File: config.mk
export PLATFORM = sky130hd
export DESIGN_NAME = tdrr_cell
export DESIGN_NICKNAME = d
export VERILOG_FILES = /design/src/hdl/tdrr_pkg.sv /design/src/hdl/tdrr_cell.sv
export SDC_FILE = /design/constraint.sdc
export NUM_CORES = 1
export LEC_CHECK = 0
export ABC_AREA = 1
export BUFFER_PORTS_ARGS = -buffer_cell sky130_fd_sc_hd__buf_2
export CAP_MARGIN = 20
export CORE_AREA = 2 2 186 188
export CTS_CLUSTER_SIZE = 28
export DETAILED_ROUTE_END_ITERATION = 12
export DIE_AREA = 0 0 188 190
export GPL_TIMING_DRIVEN = 1
export HOLD_SLACK_MARGIN = 0.15
export SYNTH_ARGS = -nofsm -noshare
export SYNTH_HDL_FRONTEND = slang
export SYNTH_SLANG_ARGS = --single-unit
File: constraint.sdc
create_clock -name i_clk -period 2.4 [get_ports i_clk]
set_input_delay 0.36 -clock i_clk [delete_from_list [all_inputs] [get_ports i_clk]]
set_output_delay 0.36 -clock i_clk [all_outputs]
set_load 0.005 [all_outputs]
File: src/hdl/tdrr_pkg.sv
package tdrr_pkg;

    localparam int DEPTH     = 16;
    localparam int WORD_BITS = 32;
    localparam int IDX_W     = $clog2(DEPTH);
    localparam int CNT_W     = $clog2(DEPTH + 1);
    localparam int CMD_W     = 3;
    localparam int POS_W     = 4;
    localparam int STATUS_W  = 2;

    typedef enum logic [CMD_W-1:0] {
        CMD_PUSH_BACK  = 3'd0,
        CMD_PUSH_FRONT = 3'd1,
        CMD_POP_FRONT  = 3'd2,
        CMD_REMOVE     = 3'd3,
        CMD_REVERSE    = 3'd4,
        CMD_SEARCH     = 3'd5,
        CMD_READ       = 3'd6
    } t_cmd;

    typedef enum logic [STATUS_W-1:0] {
        STAT_OK    = 2'd0,
        STAT_EMPTY = 2'd1,
        STAT_FULL  = 2'd2,
        STAT_RANGE = 2'd3
    } t_status;

    typedef enum logic {
        S_IDLE,
        S_SCAN
    } t_state;

    typedef enum logic [1:0] {
        CELL_HOLD,
        CELL_LOAD,
        CELL_TAKE_LEFT,
        CELL_TAKE_RIGHT
    } t_cell_op;

    typedef struct packed {
        logic signed [WORD_BITS-1:0] a;
        logic signed [WORD_BITS-1:0] b;
        logic signed [WORD_BITS-1:0] c;
    } t_tuple;

    typedef struct packed {
        logic [CMD_W-1:0]            cmd;
        logic signed [WORD_BITS-1:0] word_a;
        logic signed [WORD_BITS-1:0] word_b;
        logic signed [WORD_BITS-1:0] word_c;
        logic [POS_W-1:0]            position;
    } t_in_item;

    typedef struct packed {
        logic [STATUS_W-1:0]         status;
        logic                        found;
        logic [CNT_W-1:0]            removed_count;
        logic [CNT_W-1:0]            entry_count;
        logic signed [WORD_BITS-1:0] out_a;
        logic signed [WORD_BITS-1:0] out_b;
        logic signed [WORD_BITS-1:0] out_c;
    } t_out_item;

endpackage

File: src/hdl/tdrr_cell.sv
module tdrr_cell (
    input  logic              i_clk,
    input  tdrr_pkg::t_cell_op i_op,
    input  tdrr_pkg::t_tuple  i_new,
    input  tdrr_pkg::t_tuple  i_left,
    input  tdrr_pkg::t_tuple  i_right,
    input  tdrr_pkg::t_tuple  i_key,
    output tdrr_pkg::t_tuple  o_data,
    output logic              o_match
);
    import tdrr_pkg::*;

    t_tuple r_data;
    t_tuple n_data;

    always_comb begin
        case (i_op)
            CELL_HOLD:       n_data = r_data;
            CELL_LOAD:       n_data = i_new;
            CELL_TAKE_LEFT:  n_data = i_left;
            CELL_TAKE_RIGHT: n_data = i_right;
            default:         n_data = r_data;
        endcase
    end

    always_ff @(posedge i_clk) begin
        r_data <= n_data;
    end

    assign o_data  = r_data;
    assign o_match = (r_data == i_key);

endmodule

# Word-level counts from Yosys, hierarchy flattened
# Index checks and enable logic that the tools add are counted.
# op_classes
eq_ne	4
n_mux	1
reduce_logical	1
# op_table
operator	count
96-bit case mux with 3 select lines	1
96-bit equality test	1
2-bit equality test, second input constant	2
2-bit by 1-bit equality test with 1-bit output, second input constant	1
2-bit zero test	1
# word_totals
reg_bits	96

# Logic depth before layout (Yosys ltp)
# Gate-level depths: netlist (run 1).
# logic_depth
word_depth	2
mapped_depth	10
ltp_nobuf	10

# Least setup slack after synthesis (run 1)
# No wires, ideal clock.
# synth_timing
path_kind	input to register
start	in i_op[0]
end	reg r_data (netlist bit o_data[0]), enable pin
setup_time_ns	0.414
t_arrival_ns	1.901
slack_ns	0.085
stages	3
path_cell_list	buf_2 buf_4 or2_2
# synth_between
elab_chain_cells	1
# synth_rtl
element	line_no	source
start: declaration	tdrr_cell.sv:3	input tdrr_pkg::t_cell_op i_op,
2-bit zero test	tdrr_cell.sv:17	case (i_op)
end signal: assignment	tdrr_cell.sv:27	r_data <= n_data;
end: declaration	tdrr_cell.sv:13	t_tuple r_data;
# No other way between the ends.
# A chain may end at the register's enable or synchronous reset.

# Final worst setup path (run 1)
# layout_timing
start	reg r_data (netlist bit o_data[0])
end	out o_match
# layout_between
elab_chain_cells	1
# layout_rtl
element	line_no	source
96-bit equality test	tdrr_cell.sv:31	assign o_match = (r_data == i_key);
end: declaration	tdrr_cell.sv:9	output logic o_match
# No other way between the ends.

==> metrics.cfg, run 1 <==
[detailed_routing]
num_vias = 7564
wire_per_inst_um = 15.1
wl_mm = 27.6
drc = 0
drtIter0Drc = 288
drt_pass1_iterations = 5
route.antenna.remaining_nets = 0
routed_via_density = 4.13

[floorplanning]
start_util = 0.190
die_w_um = 188
num_rows = 68
dieArea_um2 = 35700
core-area_um2 = 33900
die_h_um = 190
io_pins = 484

[logic_synthesis]
synthCells = 905
synth_cell_types = 15
syn_avg_cell_area_um2 = 7.13
ys_warn_count = 0
ys_seq_area_frac = 0.447
synth-seq-cells = 96
synth_nets = 1292
syn_area_um2 = 6460

[sta]
rsz0062_at_grt = false
worstMarginPinSlew_ps = 581
final-hold-violation-count = 0
post-route-min-period_ps = 2220
fin_crit_sh = 0.926
slew_headroom = 0.613
finalWorstSetupSlack_ps = 179
finalSetupViolCount = 0
timing.fmax_mhz = 450
finalMaxSlewViolations = 0

[power]
leakage_nw = 5.11
p_per_area_nw_per_um2 = 521
ir_drop_v = 0.000296

[placement]
dp.final_hpwl_mm = 22.8
dp_slack_ps = -128
io_buffers = 483
dpl.cell_count = 1810
gp_congestion = 0.896

[worst_setup_path]
slowest_delay_ps = 420
path_max_fanout = 2
start_kind = flip-flop
worst-path-buf-inv = 1
path_cells = xnor2_1, nand2_1, nor2_4, nand2_1, nor2_1, nand2_2, nor2_4, buf_6
crit_path_top_delay_cell = edfxtp_1
required_ps = 2040
criticalPathCategory = reg -> out
crit_family = simple AND/OR/NAND/NOR gates
cp.arrival_ps = 1860
end_kind = output port

[clocking]
clk_pin_slew_ps = 70
cts_root_buf = clkbuf_16
cts_tree = yes
htree_levels = 3
cts_sinks = 96
clk_path_buf_depth = 2
cts_made_buffers = 9

[hold_path]
holdPathStages = 3
min_from = i_left[13]
min_path_type = in -> reg
min_to = o_data[13]

[grt]
grt_max_degree = 96
grt_pass1_vias = 7241
antenna_found_initial = 2
grt_pass1_wl_mm = 40.3
grt_overflow = 0
track_usage = 0.149

[outcome]
status = finished clean

[final_layout]
layout.cells.non_filler = 1830
nNetsFinal = 1755
largest_reg_flops = 96
area_growth_pct = 51.2
drive_gt1_frac = 0.384

[job]
maxCapViolCount = 0

## power breakdown
group	internal [mW]	switching, mW	total, mW
Clock	0.803	0.673	1.48
Sequential	2.09	0.161	2.25
Combinational	0.634	0.723	1.36
## worst max path at each step
stage               startpoint   endpoint  slack, ps  cells after the start
global placement     i_key[63]    o_match       -240                      8
floorplan              i_op[0]  o_data[0]         90                      3
detailed placement   i_key[58]    o_match       -130                      9
global route        o_data[37]    o_match          3                     11
CTS                 o_data[65]    o_match          6                     10
finish               o_data[0]    o_match        180                      8
## metrics by stage
| step | total power, mW | hold slack, ps | utilization | TNS, ps | cell area [um^2] |
|---|---|---|---|---|---|
| global route | 5.43 | 268 | 0.288 | 0 | 9760 |
| global placement | 3.62 | 638 | 0.276 | -244 | 9350 |
| CTS | 5.19 | 252 | 0.286 | 0 | 9720 |
| finish | 5.09 | 281 | 0.288 | 0 | 9760 |
| detailed placement | 3.64 | 642 | 0.276 | -128 | 9350 |
| floorplan | 2.85 | 550 | - | 0 | 6460 |
## cells in the mapped netlist, drive strengths merged
master	instances	area [um^2]
buf	25	164
nor2	99	379
nand3	192	961
nor3	3	15.0
or2	1	6.26
clkbuf	17	63.8
xnor2	26	228
xor2	16	140
inv	85	322
nand2	345	1290
edfxtp	96	2880
## logic make-up after synthesis
| logic type | count (synthesis) | share of synthesized area |
|---|---|---|
| simple gates | 640 | 0.411 |
| flops | 96 | 0.447 |
| xor+xnor | 42 | 0.0570 |
| buf+inv | 127 | 0.0851 |
## worst min-delay path: cells and delay by family
| kind | cells | cell delay, ps |
|---|---|---|
| simple gates | 2 | 90 |
| buf+inv | 1 | 70 |
## layout make-up
| class | count | area [um^2] |
|---|---|---|
| antenna | 2 | 5.00 |
| clock buffer | 10 | 229 |
| clock inverter | 6 | 60.1 |
| fill | 3698 | 24200 |
| inverter | 85 | 322 |
| multi-input combinational | 682 | 3120 |
| sequential | 96 | 2880 |
| tap | 455 | 569 |
| timing repair buffer | 494 | 2570 |
## repair_timing
item	4_1_cts	5_1_grt
pin swaps	6	10
endpoints found under the setup margin	1	1
hold buffers	0	0
cloned	0	0
gates resized for setup	14	10
setup buffers	2	0
## cells in the final DEF (no fill, tap or decap)
master,count
buf_2,480
nand2_1,340
nand3_1,192
edfxtp_1,96
nor2_1,92
inv_1,84
xnor2_1,24
xor2_1,15
clkbuf_16,9
buf_4,8
nor2_4,6
nand2_2,5
buf_12,5
clkinvlp_4,3
diode_2,2
xnor2_2,2
nor3_2,2
clkinv_1,2
inv_4,1
or2_4,1
nor3_4,1
xor2_2,1
nor2_2,1
clkbuf_1,1
bufinv_16,1
buf_6,1
## per-layer routing
layer,vias to the layer above,track usage,share of wire
li1,3814,-,-
met1,3360,0.166,0.39
met2,364,0.273,0.50
met3,26,0.0406,0.081
met4,0,0.0545,0.026
met5,-,0,0
(Power assumes the default switching activity.)
==> run 2: changes to the inputs <==
--- a/config.mk
+++ b/config.mk
@@ -14,6 +14,7 @@
 export DIE_AREA = 0 0 188 190
 export GPL_TIMING_DRIVEN = 1
 export HOLD_SLACK_MARGIN = 0.15
+export SETUP_SLACK_MARGIN = 0.2
 export SYNTH_ARGS = -nofsm -noshare
 export SYNTH_HDL_FRONTEND = slang
 export SYNTH_SLANG_ARGS = --single-unit
==> run 2 against run 1 <==
- core utilization up 0.24 points
- worst hold slack improved by 2.3 ps
- setup slack worse by 19 ps
- sequential share of layout area down 0.25 points
- sequential power barely moved
- clock power is 6% higher
- global-route usage is 0.25 points higher
- largest cell class unchanged
==> metrics.cfg, run 2 (synthesized netlist as in run 1, its figures left out) <==
[outcome]
status = finished clean

[clocking]
clk_path_buf_depth = 2  ; unchanged
cts_root_buf = clkbuf_16
htree_levels = 3  ; unchanged
cts_made_buffers = 9  ; unchanged
cts_tree = yes
holdBufCountCts = 0  ; unchanged
clk_pin_slew_ps = 70  ; about the same
cts_sinks = 96  ; unchanged

[detailed_routing]
drc = 0  ; unchanged
num_vias = 7662  ; +1.3%
drt_pass1_iterations = 5  ; unchanged
route.antenna.remaining_nets = 0  ; unchanged
routed_via_density = 4.17  ; +0.91%
wire_per_inst_um = 15.3  ; +1.4%
wl_mm = 28.1  ; +1.7%
drtIter0Drc = 322  ; +12%

[final_layout]
final_util = 0.290  ; +0.00243
nNetsFinal = 1763  ; +0.46%
final_common_cell = buf_2
fillers = 3704  ; +0.16%
drive_gt1_frac = 0.393  ; +0.00936
layout.cells.non_filler = 1837  ; +0.38%
largest_reg_flops = 96  ; unchanged
area_growth_pct = 52.5
mostFrequentLayoutCells = buf_2, nand2_1, nand3_1

[worst_setup_path]
crit_path_top_delay_cell = edfxtp_1
cp.arrival_ps = 1880  ; +20 ps
end_kind = output port
crit_family = simple AND/OR/NAND/NOR gates
start_kind = flip-flop
path_cells = xnor2_1, nand2_1, nor2_4, nand2_1, nor2_1, nand2_2, nor2_4, buf_6
required_ps = 2040  ; about the same
criticalPathCategory = reg -> out
worst-path-buf-inv = 1  ; unchanged
slowest_delay_ps = 500  ; +80 ps
path_max_fanout = 2  ; unchanged

[power]
p_per_area_nw_per_um2 = 529  ; +1.6%
leakage_nw = 5.16  ; +1.0%
ir_drop_v = 0.000299  ; +1.1%
power_mw = 5.21  ; +2.4%

[sta]
finalSetupViolCount = 0  ; unchanged
finalMaxSlewViolations = 0  ; unchanged
final-hold-violation-count = 0  ; unchanged
worstMarginPinSlew_ps = 707  ; +126 ps
slew_headroom = 0.529  ; -0.0841
fin_setup_tns_ps = 0  ; unchanged
post-route-min-period_ps = 2240  ; +19.0 ps
hold_ws_ps = 283  ; +2.26 ps
fin_crit_sh = 0.933  ; +0.00790
rsz0062_at_grt = true
timing.fmax_mhz = 446  ; -0.85%

[job]
maxCapViolCount = 0  ; unchanged

[floorplanning]
die_h_um = 190  ; unchanged
dieArea_um2 = 35700  ; unchanged
start_util = 0.190  ; unchanged
die_w_um = 188  ; unchanged
core-area_um2 = 33900  ; unchanged
num_rows = 68  ; unchanged
io_pins = 484  ; unchanged

[grt]
grt_pass1_wl_mm = 41.0  ; +1.9%
grt_max_degree = 66  ; -31%
grt_util_met1 = 0.169  ; +0.00320
antenna_found_initial = 2  ; unchanged
track_usage = 0.152  ; +0.00254
grt-busiest-layer = met2
met3_usage = 0.0397  ; -0.000922
grt_pass1_vias = 7286  ; +0.62%
met2_usage = 0.280  ; +0.00766
grt_overflow = 0  ; unchanged

[placement]
dp.final_hpwl_mm = 23.3  ; +2.5%
dpl.cell_count = 1812  ; +0.11%
io_buffers = 483  ; unchanged
gp_congestion = 0.906  ; +1.1%

[hold_path]
min_to = o_data[7]
min_from = i_left[7]
min_path_type = in -> reg
holdPathStages = 3  ; unchanged

==> run 2: cell types whose count changed in the layout (fill, tap and decap cells not counted), moves of 2 or more <==
cell	previous run	this run
buf_12	5	2
buf_4	8	19
clkinvlp_4	3	1
nand2_1	340	336
nand2_2	5	9
nor2_1	92	88
nor2_2	1	4
==> run 2: through the flow <==
stage | setup WS (ps) | area, um^2
floorplan | 562 | 6460
global placement | -137 | 9330
detailed placement | -27.7 | 9330
CTS | 30.4 | 9780
global route | 14.1 | 9840
finish | 160 | 9850
==> run 2: repair_timing <==
action                     CTS  global route
resized for setup           24            11
setup buffers                5             3
pin swaps                    9            16
setup endpoints to repair    1             1
==> run 2: final cells by class <==
cell class                 instances  area (um^2)  share of cell area
multi-input combinational        682         3160               0.321
clock inverter                     6         83.8             0.00851
inverter                          85          322              0.0327
antenna                            1         2.50            0.000254
timing repair buffer             502         2600               0.264
tap                              455          569              0.0578
sequential                        96         2880               0.293
clock buffer                      10          229              0.0233
==> run 2: worst max-delay path by stage <==
stage	startpoint	endpoint	slack, ps	cells past startpoint
floorplan	i_op[0]	o_data[0]	560	3
global placement	i_key[58]	o_match	-140	9
detailed placement	i_key[63]	o_match	-30	8
CTS	o_data[77]	o_match	30	10
global route	o_data[11]	o_match	10	9
finish	o_data[4]	o_match	160	8
==> run 2: metal layers <==
layer | up-vias | wire length [um]
met5 | - | 13
met4 | 2 | 659
met3 | 27 | 2360
met2 | 381 | 14300
met1 | 3422 | 10800
li1 | 3830 | -
==> run 2: worst min-delay path, cell delays in order <==
cell	delay, ps
buf_2	80
nand2_1	40
nand3_1	50
==> run 2: power breakdown <==
part | total, mW | internal, mW | switching (mW)
registers | 2.26 | 2.09 | 0.165
logic | 1.38 | 0.648 | 0.730
clock network | 1.57 | 0.910 | 0.663
total | 5.21 | 3.65 | 1.56
==> run 3: changes to the inputs <==
--- a/config.mk
+++ b/config.mk
@@ -14,6 +14,7 @@
 export DIE_AREA = 0 0 188 190
 export GPL_TIMING_DRIVEN = 1
 export HOLD_SLACK_MARGIN = 0.15
+export PLACE_DENSITY = 0.52
 export SETUP_SLACK_MARGIN = 0.2
 export SYNTH_ARGS = -nofsm -noshare
 export SYNTH_HDL_FRONTEND = slang
==> run 3 against run 2 <==
- total power down 5.2%
- fmax rose by 0.43%
- global-route usage is 0.25 points higher
- sequential cell count unchanged
- cell area decreased by 1.1%
- setup slack gained 9.7 ps
- via count down 1.2%
- critical path type unchanged
- highest routed layer unchanged
==> metrics.cfg, run 3 (synthesized netlist as in run 1, its figures left out) <==
[grt]
track_usage = 0.154  ; +0.00254
antenna_found_initial = 3  ; +1
grt_pass1_wl_mm = 41.2  ; +0.49%
grt_overflow = 0  ; unchanged
grt_max_degree = 98  ; +48%
grt_pass1_vias = 7311  ; +0.34%

[detailed_routing]
wl_mm = 28.2  ; +0.36%
drt_pass1_iterations = 4  ; -1
drt-met1-wl_mm = 11.1  ; +2.5%
num_vias = 7570  ; -1.2%
drc = 0  ; unchanged
wl_met2_mm = 14.2  ; -0.46%
drtIter0Drc = 301  ; -6.5%
route.antenna.remaining_nets = 0  ; unchanged
dr.max_layer_used = met5
wl_met3_mm = 2.23  ; -5.4%
wire_per_inst_um = 15.4  ; +0.69%
routed_via_density = 4.13  ; -0.88%

[placement]
dp.final_hpwl_mm = 22.8  ; -2.4%
io_buffers = 483  ; unchanged
gp_congestion = 0.890  ; -1.8%
dp_slack_ps = 40.7  ; +68.4 ps
placed_area_um2 = 9340  ; +0.11%

[outcome]
status = finished clean

[worst_setup_path]
end_kind = output port
cp-startpoint = o_data[73]
cp.arrival_ps = 1870  ; about the same
criticalPathCategory = reg -> out
required_ps = 2040  ; about the same
path_max_fanout = 3  ; +1
start_kind = flip-flop

[sta]
slew_headroom = 0.279  ; -0.250
post-route-min-period_ps = 2230  ; -9.67 ps
rsz0062_at_grt = true
final-hold-violation-count = 0  ; unchanged
timing.fmax_mhz = 448  ; +0.43%
finalSetupViolCount = 0  ; unchanged
fin_crit_sh = 0.929  ; -0.00403
fin_setup_tns_ps = 0  ; unchanged
finalWorstSetupSlack_ps = 169  ; +9.67 ps
finalMaxSlewViolations = 0  ; unchanged
worstMarginPinSlew_ps = 1080  ; +375 ps

[floorplanning]
die_h_um = 190  ; unchanged
io_pins = 484  ; unchanged
dieArea_um2 = 35700  ; unchanged
core-area_um2 = 33900  ; unchanged
num_rows = 68  ; unchanged
start_util = 0.190  ; unchanged
die_w_um = 188  ; unchanged

[clocking]
cts_root_buf = clkbuf_16
clk_pin_slew_ps = 70  ; about the same
cts_made_buffers = 9  ; unchanged
htree_levels = 3  ; unchanged
clk_path_buf_depth = 2  ; unchanged
cts_sinks = 96  ; unchanged
cts_tree = yes

[final_layout]
largest_reg_flops = 96  ; unchanged
stdcell_area_um2 = 9740  ; -1.1%
area_growth_pct = 50.8
nNetsFinal = 1757  ; -0.34%
mostFrequentLayoutCells = buf_2, nand2_1, nand3_1
final_common_cell = buf_2
drive_gt1_frac = 0.384  ; -0.00919

[power]
ir_drop_v = 0.000333  ; +11%
leakage_nw = 5.10  ; -1.1%
p_per_area_nw_per_um2 = 507  ; -4.1%

[hold_path]
holdPathStages = 3  ; unchanged
min_path_type = in -> reg
min_to = o_data[29]
min_from = i_left[29]

[job]
maxCapViolCount = 0  ; unchanged

[run 3: final cells by class]
class                   count  area [um^2]
flip-flops and latches     96         2880
well taps                 455          569
clock buffers              11          233
multi-input cells         682         3110
repair buffers            496         2600
diodes                      1         2.50
inverters                  85          322
clock inverters             5         23.8
fillers                  3770        24200
[run 3: worst max-delay path: stages, from the launching register on]
cell and delay [ps]:
edfxtp_1 410, nor2_1 100, nor2_1 60, nor2_2 190
nand2_1 90, nor2_1 90, nand2_1 100, nor2_4 160
nand2_2 90, nor2_4 120, buf_6 110
[run 3: how the worst max path moves through the flow]
| stage | to | slack (ps) | depth (start not counted) |
|---|---|---|---|
| final | o_match | 170 | 10 |
| after global routing | o_match | 10 | 10 |
| after CTS | o_match | 20 | 8 |
| after detailed placement | o_match | 40 | 8 |
| after global placement | o_match | -6 | 9 |
| after floorplan | o_data[0] | 560 | 3 |
[run 3: where the power goes]
group          switching (mW)  leakage (nW)  total (mW)  internal [mW]
combinational           0.702          3.99        1.34          0.636
sequential              0.161         0.991        2.25           2.09
clock                   0.653         0.122        1.35          0.692
total                    1.52          5.10        4.94           3.42
[run 3: metal layers]
layer  GRT usage  vias up
met5           0        -
met4      0.0618        4
met2       0.280      350
met3      0.0415       31
met1       0.171     3365
li1            -     3820
[run 3: through the flow]
step	cells	utilization	hold WS (ps)	power (mW)
3_3_place_gp	1810	0.275	638	3.61
5_1_grt	1831	0.287	254	5.26
6_report	1831	0.287	264	4.94
3_5_place_dp	1810	0.275	643	3.63
4_1_cts	1828	0.285	233	5.05
2_1_floorplan	905	-	550	2.85
[run 3: timing repair]
action	in CTS	in global routing
gates resized for setup	18	8
buffers inserted	2	1
hold buffers	0	0
endpoints found under the setup margin	1	1
pin swaps	4	8
